$ cat config.mk
export PLATFORM = sky130hd
export DESIGN_NAME = serial_programmer_command_engine
export DESIGN_NICKNAME = d
export VERILOG_FILES = /design/src/rtl/core/spce_pkg.sv /design/src/rtl/core/spce_parser.sv /design/src/rtl/core/spce_queue.sv /design/src/rtl/core/spce_emitter.sv /design/src/rtl/core/serial_programmer_command_engine.sv
export SDC_FILE = /design/constraint.sdc
export NUM_CORES = 1
export LEC_CHECK = 0
export BUFFER_PORTS_ARGS = -buffer_cell sky130_fd_sc_hd__buf_2
export CORE_ASPECT_RATIO = 2
export CORE_MARGIN = 2
export CORE_UTILIZATION = 45
export CTS_CLUSTER_DIAMETER = 30
export DETAILED_ROUTE_END_ITERATION = 8
export PLACE_DENSITY_LB_ADDON = 0.1
export SYNTH_ARGS = -nofsm -noshare
export SYNTH_HDL_FRONTEND = slang
export SYNTH_SLANG_ARGS = --single-unit
$ cat constraint.sdc
create_clock -name aclk -period 9.3 [get_ports aclk]
set_input_delay 0.465 -clock aclk [delete_from_list [all_inputs] [get_ports aclk]]
set_output_delay 0.465 -clock aclk [all_outputs]
set_load 0.01 [all_outputs]
$ cat src/rtl/core/spce_pkg.sv
// Package for the serial programmer command engine.
// Request and result payload types, result kinds, parse phases, register indexes.
// No dependencies.
package spce_pkg;

    typedef struct packed {
        logic        opcode;
        logic [7:0]  host_byte;
        logic [15:0] read_data;
    } spce_in_t;

    typedef struct packed {
        logic [3:0]  kind;
        logic [15:0] reply_or_data;
        logic [16:0] mem_address;
        logic        command_done;
    } spce_out_t;

    localparam logic [3:0] K_REPLY     = 4'd0;
    localparam logic [3:0] K_ERASE     = 4'd1;
    localparam logic [3:0] K_FILL      = 4'd2;
    localparam logic [3:0] K_PAGE_WR   = 4'd3;
    localparam logic [3:0] K_FLASH_RD  = 4'd4;
    localparam logic [3:0] K_WORD_RD   = 4'd5;
    localparam logic [3:0] K_EE_RD     = 4'd6;
    localparam logic [3:0] K_EE_WR     = 4'd7;
    localparam logic [3:0] K_LOCK_WR   = 4'd8;
    localparam logic [3:0] K_FUSE_RD   = 4'd9;
    localparam logic [3:0] K_ERASE_APP = 4'd10;
    localparam logic [3:0] K_EXIT      = 4'd11;

    localparam logic [2:0] REG_IDENT   = 3'd0;
    localparam logic [2:0] REG_VMAJOR  = 3'd1;
    localparam logic [2:0] REG_VMINOR  = 3'd2;
    localparam logic [2:0] REG_SIG     = 3'd3;
    localparam logic [2:0] REG_PAGE    = 3'd4;

    localparam logic [7:0] CH_ESC = 8'd27;
    localparam logic [7:0] CH_CR  = 8'h0D;
    localparam logic [7:0] CH_Q   = 8'h3F;
    localparam logic [7:0] CH_Y   = 8'h59;
    localparam logic [7:0] CH_S   = 8'h53;
    localparam logic [7:0] CH_T44 = 8'h44;

    // room for up to eight results per request, handed to the emitter as a batch
    typedef struct packed {
        logic [3:0]       count;
        spce_out_t [7:0]  res;
    } spce_batch_t;

    typedef enum logic [7:0] {
        PH_IDLE     = 8'b0000_0001,
        PH_ARG1     = 8'b0000_0010,
        PH_ARG2     = 8'b0000_0100,
        PH_SIZE_LO  = 8'b0000_1000,
        PH_TYPE     = 8'b0001_0000,
        PH_WRITE    = 8'b0010_0000,
        PH_BLK_WAIT = 8'b0100_0000,
        PH_WAIT     = 8'b1000_0000
    } spce_phase_t;

endpackage

$ cat src/rtl/core/spce_parser.sv
// Front part: parses one request per cycle while the queue has room, and builds its result batch.
// Depends on spce_pkg.
module spce_parser
    import spce_pkg::*;
#(
    parameter int ADDR_BITS = 17
) (
    input  logic            aclk,
    input  logic            aresetn,
    input  logic            in_valid,
    output logic            in_ready,
    input  spce_in_t        in_data,
    output logic            b_valid,
    input  logic            b_ready,
    output spce_batch_t     b_data,
    input  logic [55:0]     ident,
    input  logic [3:0]      vmajor,
    input  logic [3:0]      vminor,
    input  logic [23:0]     signature,
    input  logic [15:0]     page_bytes
);
    localparam int AW = ADDR_BITS;

    spce_phase_t    phase_reg, phase_next;
    logic [7:0]     cmd_reg, cmd_next;
    logic [AW-1:0]  addr_reg, addr_next;
    logic [15:0]    rem_reg, rem_next;
    logic           ee_reg, ee_next;
    logic           odd_reg, odd_next;
    logic [7:0]     held_reg, held_next;
    logic [AW-1:0]  page_reg, page_next;
    spce_batch_t    bat;
    logic           fire;

    assign in_ready = b_ready;
    assign fire     = in_valid && in_ready;
    assign b_valid  = fire && (bat.count != 4'd0);
    assign b_data   = bat;

    function automatic logic [16:0] a17(input logic [AW-1:0] a);
        logic [31:0] w;
        begin
            w = 32'(a);
            return w[16:0];
        end
    endfunction

    always_comb begin
        logic [7:0]    b;
        logic [15:0]   d;
        logic [15:0]   r1;
        logic [AW-1:0] adv;
        logic [AW-1:0] sa;
        phase_next = phase_reg;
        cmd_next   = cmd_reg;
        addr_next  = addr_reg;
        rem_next   = rem_reg;
        ee_next    = ee_reg;
        odd_next   = odd_reg;
        held_next  = held_reg;
        page_next  = page_reg;
        bat        = '0;
        b   = in_data.host_byte;
        d   = in_data.read_data;
        adv = addr_reg + AW'(2);
        r1  = rem_reg - 16'd1;
        sa  = AW'(({24'd0, held_reg} << 9) | ({24'd0, b} << 1));
        if (in_data.opcode) begin
            if (phase_reg == PH_BLK_WAIT) begin
                rem_next = r1;
                bat.res[0] = '{K_REPLY, {8'd0, d[7:0]}, 17'd0, r1 == 16'd0};
                bat.count = 4'd1;
                if (ee_reg || odd_reg) addr_next = adv;
                if (!ee_reg) odd_next = !odd_reg;
                if (r1 != 16'd0) begin
                    if (ee_reg)
                        bat.res[1] = '{K_EE_RD, 16'd0, a17(adv) >> 1, 1'b0};
                    else if (odd_reg)
                        bat.res[1] = '{K_FLASH_RD, 16'd0, a17(adv), 1'b0};
                    else
                        bat.res[1] = '{K_FLASH_RD, 16'd0, a17(addr_reg) | 17'd1, 1'b0};
                    bat.count = 4'd2;
                end else begin
                    phase_next = PH_IDLE;
                end
            end else if (phase_reg == PH_WAIT) begin
                phase_next = PH_IDLE;
                if (cmd_reg == "R") begin
                    bat.res[0] = '{K_REPLY, {8'd0, d[15:8]}, 17'd0, 1'b0};
                    bat.res[1] = '{K_REPLY, {8'd0, d[7:0]}, 17'd0, 1'b1};
                    bat.count = 4'd2;
                end else begin
                    bat.res[0] = '{K_REPLY, {8'd0, d[7:0]}, 17'd0, 1'b1};
                    bat.count = 4'd1;
                end
            end
        end else begin
            unique case (phase_reg)
                PH_IDLE: begin
                    cmd_next = b;
                    bat.count = 4'd1;
                    bat.res[0] = '{K_REPLY, {8'd0, CH_CR}, 17'd0, 1'b1};
                    priority case (b)
                        "L", "P": ;
                        "E": begin
                            bat.res[0].command_done = 1'b0;
                            bat.res[1] = '{K_EXIT, 16'd0, 17'd0, 1'b1};
                            bat.count = 4'd2;
                        end
                        "T", "A", "l", "C", "c", "D", "B", "g": begin
                            phase_next = PH_ARG1;
                            bat.count = 4'd0;
                        end
                        "t": begin
                            bat.res[0] = '{K_REPLY, {8'd0, CH_T44}, 17'd0, 1'b0};
                            bat.res[1] = '{K_REPLY, 16'd0, 17'd0, 1'b1};
                            bat.count = 4'd2;
                        end
                        "a": bat.res[0].reply_or_data = {8'd0, CH_Y};
                        "p": bat.res[0].reply_or_data = {8'd0, CH_S};
                        "S": begin
                            for (int i = 0; i < 7; i++)
                                bat.res[i] = '{K_REPLY, {8'd0, ident[8*i +: 8]},
                                               17'd0, i == 6};
                            bat.count = 4'd7;
                        end
                        "V": begin
                            bat.res[0] = '{K_REPLY, {8'd0, 8'h30 + {4'd0, vmajor}},
                                           17'd0, 1'b0};
                            bat.res[1] = '{K_REPLY, {8'd0, 8'h30 + {4'd0, vminor}},
                                           17'd0, 1'b1};
                            bat.count = 4'd2;
                        end
                        "s": begin
                            bat.res[0] = '{K_REPLY, {8'd0, signature[23:16]}, 17'd0, 1'b0};
                            bat.res[1] = '{K_REPLY, {8'd0, signature[15:8]}, 17'd0, 1'b0};
                            bat.res[2] = '{K_REPLY, {8'd0, signature[7:0]}, 17'd0, 1'b1};
                            bat.count = 4'd3;
                        end
                        "b": begin
                            bat.res[0] = '{K_REPLY, {8'd0, CH_Y}, 17'd0, 1'b0};
                            bat.res[1] = '{K_REPLY, {8'd0, page_bytes[15:8]}, 17'd0, 1'b0};
                            bat.res[2] = '{K_REPLY, {8'd0, page_bytes[7:0]}, 17'd0, 1'b1};
                            bat.count = 4'd3;
                        end
                        "e": begin
                            bat.res[0] = '{K_ERASE_APP, 16'd0, 17'd0, 1'b0};
                            bat.res[1] = '{K_REPLY, {8'd0, CH_CR}, 17'd0, 1'b1};
                            bat.count = 4'd2;
                        end
                        "r", "F", "N", "Q": begin
                            bat.res[0] = '{K_FUSE_RD, 16'd0, 17'd0, 1'b0};
                            if (b == "F") bat.res[0].reply_or_data = 16'd1;
                            if (b == "N") bat.res[0].reply_or_data = 16'd2;
                            if (b == "Q") bat.res[0].reply_or_data = 16'd3;
                            phase_next = PH_WAIT;
                        end
                        "m": begin
                            bat.res[0] = '{K_PAGE_WR, 16'd0, a17(addr_reg), 1'b0};
                            bat.res[1] = '{K_REPLY, {8'd0, CH_CR}, 17'd0, 1'b1};
                            bat.count = 4'd2;
                        end
                        "R": begin
                            bat.res[0] = '{K_WORD_RD, 16'd0, a17(addr_reg), 1'b0};
                            phase_next = PH_WAIT;
                        end
                        "d": begin
                            bat.res[0] = '{K_EE_RD, 16'd0, a17(addr_reg) >> 1, 1'b0};
                            addr_next = adv;
                            phase_next = PH_WAIT;
                        end
                        CH_ESC: bat.count = 4'd0;
                        default: bat.res[0].reply_or_data = {8'd0, CH_Q};
                    endcase
                end
                PH_ARG1: begin
                    phase_next = PH_IDLE;
                    bat.res[1] = '{K_REPLY, {8'd0, CH_CR}, 17'd0, 1'b1};
                    bat.count = 4'd2;
                    priority case (cmd_reg)
                        "T": begin
                            bat.res[0] = bat.res[1];
                            bat.count = 4'd1;
                        end
                        "A": begin
                            held_next = b;
                            phase_next = PH_ARG2;
                            bat.count = 4'd0;
                        end
                        "l": bat.res[0] = '{K_LOCK_WR, {8'd0, b}, 17'd0, 1'b0};
                        "C": bat.res[0] = '{K_FILL, {8'd0, b}, a17(addr_reg), 1'b0};
                        "c": begin
                            bat.res[0] = '{K_FILL, {8'd0, b}, a17(addr_reg) | 17'd1, 1'b0};
                            addr_next = adv;
                        end
                        "D": begin
                            bat.res[0] = '{K_EE_WR, {8'd0, b}, a17(addr_reg) >> 1, 1'b0};
                            addr_next = adv;
                        end
                        default: begin
                            rem_next = {b, 8'd0};
                            phase_next = PH_SIZE_LO;
                            bat.count = 4'd0;
                        end
                    endcase
                end
                PH_ARG2: begin
                    addr_next = sa;
                    phase_next = PH_IDLE;
                    bat.res[0] = '{K_REPLY, {8'd0, CH_CR}, 17'd0, 1'b1};
                    bat.count = 4'd1;
                end
                PH_SIZE_LO: begin
                    rem_next = rem_reg | {8'd0, b};
                    phase_next = PH_TYPE;
                end
                PH_TYPE: begin
                    phase_next = PH_IDLE;
                    if (b != "E" && b != "F") begin
                        bat.res[0] = '{K_REPLY, {8'd0, CH_Q}, 17'd0, 1'b1};
                        bat.count = 4'd1;
                    end else begin
                        ee_next = (b == "E");
                        odd_next = 1'b0;
                        held_next = 8'd0;
                        if (cmd_reg == "g") begin
                            if (rem_reg != 16'd0) begin
                                if (b == "E")
                                    bat.res[0] = '{K_EE_RD, 16'd0, a17(addr_reg) >> 1, 1'b0};
                                else
                                    bat.res[0] = '{K_FLASH_RD, 16'd0, a17(addr_reg), 1'b0};
                                bat.count = 4'd1;
                                phase_next = PH_BLK_WAIT;
                            end
                        end else begin
                            page_next = addr_reg;
                            if (b == "E") begin
                                if (rem_reg == 16'd0) begin
                                    bat.res[0] = '{K_REPLY, {8'd0, CH_CR}, 17'd0, 1'b1};
                                    bat.count = 4'd1;
                                end else begin
                                    phase_next = PH_WRITE;
                                end
                            end else begin
                                bat.res[0] = '{K_ERASE, 16'd0, a17(addr_reg), 1'b0};
                                bat.count = 4'd1;
                                if (rem_reg == 16'd0) begin
                                    bat.res[1] = '{K_PAGE_WR, 16'd0, a17(addr_reg), 1'b0};
                                    bat.res[2] = '{K_REPLY, {8'd0, CH_CR}, 17'd0, 1'b1};
                                    bat.count = 4'd3;
                                end else begin
                                    phase_next = PH_WRITE;
                                end
                            end
                        end
                    end
                end
                PH_WRITE: begin
                    if (ee_reg) begin
                        bat.res[0] = '{K_EE_WR, {8'd0, b}, a17(addr_reg) >> 1, 1'b0};
                        bat.count = 4'd1;
                        addr_next = adv;
                    end else if (odd_reg) begin
                        bat.res[0] = '{K_FILL, {b, held_reg}, a17(addr_reg), 1'b0};
                        bat.count = 4'd1;
                        addr_next = adv;
                        odd_next = 1'b0;
                    end else begin
                        held_next = b;
                        odd_next = 1'b1;
                    end
                    rem_next = r1;
                    if (r1 == 16'd0) begin
                        phase_next = PH_IDLE;
                        if (!ee_reg) begin
                            bat.res[bat.count[2:0]] = '{K_PAGE_WR, 16'd0, a17(page_reg), 1'b0};
                            bat.count = bat.count + 4'd1;
                        end
                        bat.res[bat.count[2:0]] = '{K_REPLY, {8'd0, CH_CR}, 17'd0, 1'b1};
                        bat.count = bat.count + 4'd1;
                    end
                end
                PH_BLK_WAIT, PH_WAIT: ;
                default: phase_next = PH_IDLE;
            endcase
        end
    end

    always_ff @(posedge aclk) begin
        if (!aresetn) begin
            phase_reg <= PH_IDLE;
            cmd_reg   <= 8'd0;
            addr_reg  <= '0;
            rem_reg   <= 16'd0;
            ee_reg    <= 1'b0;
            odd_reg   <= 1'b0;
            held_reg  <= 8'd0;
            page_reg  <= '0;
        end else if (fire) begin
            phase_reg <= phase_next;
            cmd_reg   <= cmd_next;
            addr_reg  <= addr_next;
            rem_reg   <= rem_next;
            ee_reg    <= ee_next;
            odd_reg   <= odd_next;
            held_reg  <= held_next;
            page_reg  <= page_next;
        end
    end
endmodule

$ cat src/rtl/core/spce_queue.sv
// Two-entry queue of result batches between parser and emitter.
// Depends on spce_pkg.
module spce_queue
    import spce_pkg::*;
(
    input  logic        aclk,
    input  logic        aresetn,
    input  logic        w_valid,
    output logic        w_ready,
    input  spce_batch_t w_data,
    output logic        r_valid,
    input  logic        r_ready,
    output spce_batch_t r_data
);
    spce_batch_t mem_reg [2];
    logic [1:0]  cnt_reg, cnt_next;
    logic        wp_reg, rp_reg;
    logic        wr, rd;

    assign w_ready = (cnt_reg != 2'd2);
    assign r_valid = (cnt_reg != 2'd0);
    assign r_data  = mem_reg[rp_reg];
    assign wr = w_valid && w_ready;
    assign rd = r_valid && r_ready;
    assign cnt_next = cnt_reg + {1'b0, wr} - {1'b0, rd};

    always_ff @(posedge aclk) begin
        if (!aresetn) begin
            cnt_reg <= 2'd0;
            wp_reg  <= 1'b0;
            rp_reg  <= 1'b0;
        end else begin
            cnt_reg <= cnt_next;
            if (wr) wp_reg <= !wp_reg;
            if (rd) rp_reg <= !rp_reg;
        end
    end

    always_ff @(posedge aclk) begin
        if (wr) mem_reg[wp_reg] <= w_data;
    end
endmodule

$ cat src/rtl/core/spce_emitter.sv
// Back part: sends the results of a batch one per cycle, while m_ready is high, through an output register.
// Depends on spce_pkg.
module spce_emitter
    import spce_pkg::*;
(
    input  logic        aclk,
    input  logic        aresetn,
    input  logic        q_valid,
    output logic        q_ready,
    input  spce_batch_t q_data,
    output logic        m_valid,
    input  logic        m_ready,
    output spce_out_t   m_data
);
    logic [2:0] idx_reg;
    logic       ov_reg;
    spce_out_t  od_reg;
    logic       load, last;

    assign load    = q_valid && (!ov_reg || m_ready);
    assign last    = ({1'b0, idx_reg} + 4'd1 == q_data.count);
    assign q_ready = load && last;
    assign m_valid = ov_reg;
    assign m_data  = od_reg;

    always_ff @(posedge aclk) begin
        if (!aresetn) begin
            idx_reg <= 3'd0;
            ov_reg  <= 1'b0;
        end else begin
            if (load) begin
                ov_reg  <= 1'b1;
                idx_reg <= last ? 3'd0 : idx_reg + 3'd1;
            end else if (m_ready) begin
                ov_reg <= 1'b0;
            end
        end
    end

    always_ff @(posedge aclk) begin
        if (load) od_reg <= q_data.res[idx_reg];
    end
endmodule

$ cat src/rtl/core/serial_programmer_command_engine.sv
// Top level of the serial programmer command engine: registers, parser, queue, emitter.
// Depends on spce_pkg, spce_parser, spce_queue, spce_emitter.
//
//  channel | ports            | payload
//  request | s_valid/s_ready  | spce_in_t  s_data
//  result  | m_valid/m_ready  | spce_out_t m_data
//  config  | cfg_valid/ready  | cfg_index, cfg_data
//
// A request is parsed in the cycle it is accepted; its results (0 to 7) leave one
// per cycle, while m_ready is high, from the emitter's output register. A two-batch
// queue decouples parser from emitter; s_ready drops when full.
// Reset is synchronous and active low.
module serial_programmer_command_engine
    import spce_pkg::*;
#(
    parameter int ADDR_BITS = 17
) (
    input  logic        aclk,
    input  logic        aresetn,
    input  logic        s_valid,
    output logic        s_ready,
    input  spce_in_t    s_data,
    output logic        m_valid,
    input  logic        m_ready,
    output spce_out_t   m_data,
    input  logic        cfg_valid,
    output logic        cfg_ready,
    input  logic [2:0]  cfg_index,
    input  logic [63:0] cfg_data
);
    logic [55:0] ident_reg;
    logic [3:0]  vmaj_reg, vmin_reg;
    logic [23:0] sig_reg;
    logic [15:0] page_reg;
    logic        bv, br, qv, qr;
    spce_batch_t bd, qd;

    assign cfg_ready = 1'b1;

    always_ff @(posedge aclk) begin
        if (!aresetn) begin
            ident_reg <= 56'd0;
            vmaj_reg  <= 4'd1;
            vmin_reg  <= 4'd0;
            sig_reg   <= 24'd0;
            page_reg  <= 16'd128;
        end else if (cfg_valid) begin
            unique case (cfg_index)
                REG_IDENT:  ident_reg <= cfg_data[55:0];
                REG_VMAJOR: vmaj_reg  <= cfg_data[3:0];
                REG_VMINOR: vmin_reg  <= cfg_data[3:0];
                REG_SIG:    sig_reg   <= cfg_data[23:0];
                REG_PAGE:   page_reg  <= cfg_data[15:0];
                default: ;
            endcase
        end
    end

    spce_parser #(.ADDR_BITS(ADDR_BITS)) u_parser (
        .aclk(aclk), .aresetn(aresetn),
        .in_valid(s_valid), .in_ready(s_ready), .in_data(s_data),
        .b_valid(bv), .b_ready(br), .b_data(bd),
        .ident(ident_reg), .vmajor(vmaj_reg), .vminor(vmin_reg),
        .signature(sig_reg), .page_bytes(page_reg)
    );

    spce_queue u_queue (
        .aclk(aclk), .aresetn(aresetn),
        .w_valid(bv), .w_ready(br), .w_data(bd),
        .r_valid(qv), .r_ready(qr), .r_data(qd)
    );

    spce_emitter u_emitter (
        .aclk(aclk), .aresetn(aresetn),
        .q_valid(qv), .q_ready(qr), .q_data(qd),
        .m_valid(m_valid), .m_ready(m_ready), .m_data(m_data)
    );
endmodule

==> summary.md <==
| Metric | Value |
|---|---|
| Register area | 11700 um^2 |
| Sink Count | approximately 450 |
| Net switching power | approximately 1.5 mW |
| Max cap viols | 0 |
| P_int | ~4.2 mW |
| WP data arrival | just over 5 ns |
| Final setup vio count | 0 |
| Leakage power | ~8.5 nW |
| Max FFs per register | between 200 and 250 |
| RSZ-0062 raised after global routing | false |
| Sw Ratio | a little over a quarter |
| Nets | approximately 2300 |
| Logic pwr share | between 10% and 20% |
| Post-synth cell types | 95 |
| Worst-path maximum fanout | 76 |
| Area grow syn2layout | 15.2% |
| Die area | a little over 50000 um^2 |
| CP max stage delay | ~0.97 ns |
| Vias per cell | roughly 5.8 |
| Worst-Margin Slew | around 1.2 ns |
| Avg WL per Cell | ~21 um |
| Vias in the first global route | around 16000 |
| Post-DRT Antenna Nets | 0 |
| FMAX | approximately 200 MHz |
| Synthesized cell area | between 20000 and 25000 um^2 |
| Synth Area in Simple Gates | a little under a fifth |
| FILL cells | 4461 |
| Async set-reset flop share out of synthesis | 0% |
| Sequential cell area fraction in the yosys report | 53.5% |
| Area leader, netlist | edfxtp_1 |
| Num CTS Buffers | 66 |
| Area of the multi-input gates | around 9400 um^2 |
| Maximum vdd drop | 0.000163 V |
| Final core occ | between 50% and 60% |
| Via count | between 15000 and 20000 |
| Slowest-stage cell, CP | nor2b_4 |
| Ys flop type | edfxtp_1 |
| Fin crit share | 53.3% |
| Maximum clock path buffer count | 3 |
| Area contributors post-synth | edfxtp_1 36%, dfxtp_1 17%, nand2_1 6.2% |
| Placed inst area | around 23000 um^2 |
| Syn Area/Cell | ~10 um^2 |
| Post-synthesis mux area share | roughly 6.7% |
| Post CTS Setup Buffer Count | 0 |
| Main combinational cell family by area after synthesis | simple AND/OR/NAND/NOR gates |
| Place WS | ~4 ns |
| Largest net degree at the start of global routing | 93 |
| Layout cell share with drive strength beyond 1 | between 15 and 20% |
| First-pass GRT wire length | 96100 um |
| Core area | just under 50000 um^2 |
| Final Hold Viols | 0 |
| Minimum clock period | about 5.0 ns |
| Setup TNS | 0 ns |
| P per Cell Area | 226 nW/um^2 |
| Final Max Tran Viols | 0 |
| Std cell rows | around 110 |
| Cell breakdown of the critical path | inv_1 > ha_1 > or4b_1 > a2111o_1 > and2_4 > or3_1 > buf_4 > o211ai_2 > o21a_1 > nor2b_4 > buf_12 |
| CTS tree | done |
| Port buffer count | between 100 and 150 |
| Setup crit start kind | register |
| Clock Skew | 0.0297 ns |
| Width of the die | 160 um |
| Status | finished, final reports clean |
| Number of flops mapped to enable cells by yosys | approximately 270 |
| Compound-cell area share of the yosys netlist | ~16% |
| DR iter-0 viols | between 1000 and 1500 |
| Crit path required time | between 9 and 10 ns |
| Die height | ~320 um |
| Initial Util | 45.5% |
| Xor/xnor share of the synthesized area | roughly 1.6% |
| Post-Syn Instances | 2170 |
| Initial antenna violation count | 1 |
| Max-slew headroom | between 10% and 20% |
| Reg clk slew, reported paths | 0.05 ns |
| Seq pwr share | 42.2% |
| Final Power | around 5.7 mW |
| Commonest cells after routing, fill and taps aside | 362 x nand2_1, 266 x edfxtp_1, 241 x a21oi_1 |
| HPWL Detailed | around 42000 um |
| Synth Area in Adders | less than 1% |
| CP Class | register to register |
| Gr usage total | around a quarter |
| DRC Markers | 0 |
| Io pins | ~140 |
| Hold Crit Class | primary input to register |
| Fin worst setup slack | roughly 4.3 ns |
| Clock root buffer | clkbuf_16 |
| Final instance area | between 20000 and 30000 um^2 |
| Hold-fix buffers, CTS | 0 |
| First-pass DRT Iterations | 6 |
| Clock share of power | ~45% |
| Antenna Diode Count | 0 |
| Post-synth top area share | between 30% and 40% |
| CP endpoint kind | register |
| Gr ovfl total | 0 |
| Final WL | ~62000 um |
| Final Wtd Congestion | 0.970 |
| CTS resizes | 0 |
| Clk_lat worst skew | 0.59 ns |
| #FFs+latches synth | 453 |
| Synth warn | 0 |
| CTS H-tree lvls | 3 |
| Commonest non-fill, non-tap cell in the layout | nand2_1 |
==> stage by stage <==
stage               hold WS (ns)  std cells
detailed placement         0.442       2788
global route               0.110       2909
floorplan                  0.432       2171
CTS                       0.0833       2909
global placement           0.437       2788
finish                     0.114       2909
==> final timing paths <==
| path | from | end | slack [ns] | cells past startpoint |
|---|---|---|---|---|
| worst max register to register | u_parser.rem_reg[1] | u_queue.mem_reg[0][22] | 4.34 | 11 |
| worst min register to register | ident_reg[27] | ident_reg[27] | 0.45 | 2 |
| worst min-delay path | cfg_data[27] | ident_reg[27] | 0.11 | 3 |
| worst max-delay path | u_parser.rem_reg[1] | u_queue.mem_reg[0][22] | 4.34 | 11 |
==> power groups by stage <==
| stage | Sequential [mW] | Combinational, mW | Clock (mW) |
|---|---|---|---|
| 2_1_floorplan | 2.42 | 0.503 | 0 |
| 3_3_place_gp | 2.46 | 0.715 | 0 |
| 3_5_place_dp | 2.46 | 0.722 | 0 |
| 4_1_cts | 2.42 | 0.724 | 2.64 |
| 5_1_grt | 2.44 | 0.778 | 2.72 |
| 6_report | 2.42 | 0.714 | 2.59 |
==> synth_stat cells, drive strengths merged (5+ instances only) <==
cell and n:
mux4 47, nand4 12, nor4bb 6, nand3b 5
nor4 15, nand3 40, or2 18, and2 54
a31oi 13, a22oi 50, clkbuf 144, dfxtp 187
buf 32, o22ai 16, xnor2 26, or3 12
a21o 8, o21ai 78, a22o 6, nor2b 39
o21a 9, a221oi 13, nor3 36, edfxtp 266
nor2 151, xor2 15, ha 8, nor3b 15
mux2i 42, nand2b 15, a21oi 242, o311ai 17
a221o 12, and3 22, a222oi 5, nand2 364
o211ai 19, inv 34, a211oi 14, o31ai 7
==> kinds of logic (layout without fill, tap and decap cells) <==
group | after synthesis | count (layout)
compound gates | 538 | 538
xor+xnor | 41 | 41
fa+ha+maj | 8 | 8
buf+inv | 210 | 310
flops | 453 | 453
mux | 89 | 89
other cells | 2 | 3
simple gates | 829 | 829
==> routing by layer <==
| metal | share of wire, % | up-vias | track usage [%] |
|---|---|---|---|
| met5 | 0.011 | - | 0 |
| met4 | 3.7 | 2 | 10.7 |
| met3 | 4.6 | 127 | 3.24 |
| met2 | 51 | 558 | 43.7 |
| met1 | 40 | 8218 | 29.5 |
| li1 | - | 8018 | - |
==> area by class of cell <==
cell class / count / area share, %
sequential: 453 / 46.5
timing repair buffer: 155 / 3.39
tap: 638 / 3.16
clock inverter: 45 / 2.24
inverter: 34 / 0.515
multi-input combinational: 1508 / 37.2
clock buffer: 76 / 7.01
==> worst max-delay path: cells and delay by family (launching register included) <==
kind	cells	cell delay (ns)
buf+inv	3	0.80
simple gates	4	1.97
flops	1	0.34
compound gates	3	1.06
fa+ha+maj	1	0.32
Note: power is estimated with default switching activity, not from simulation.
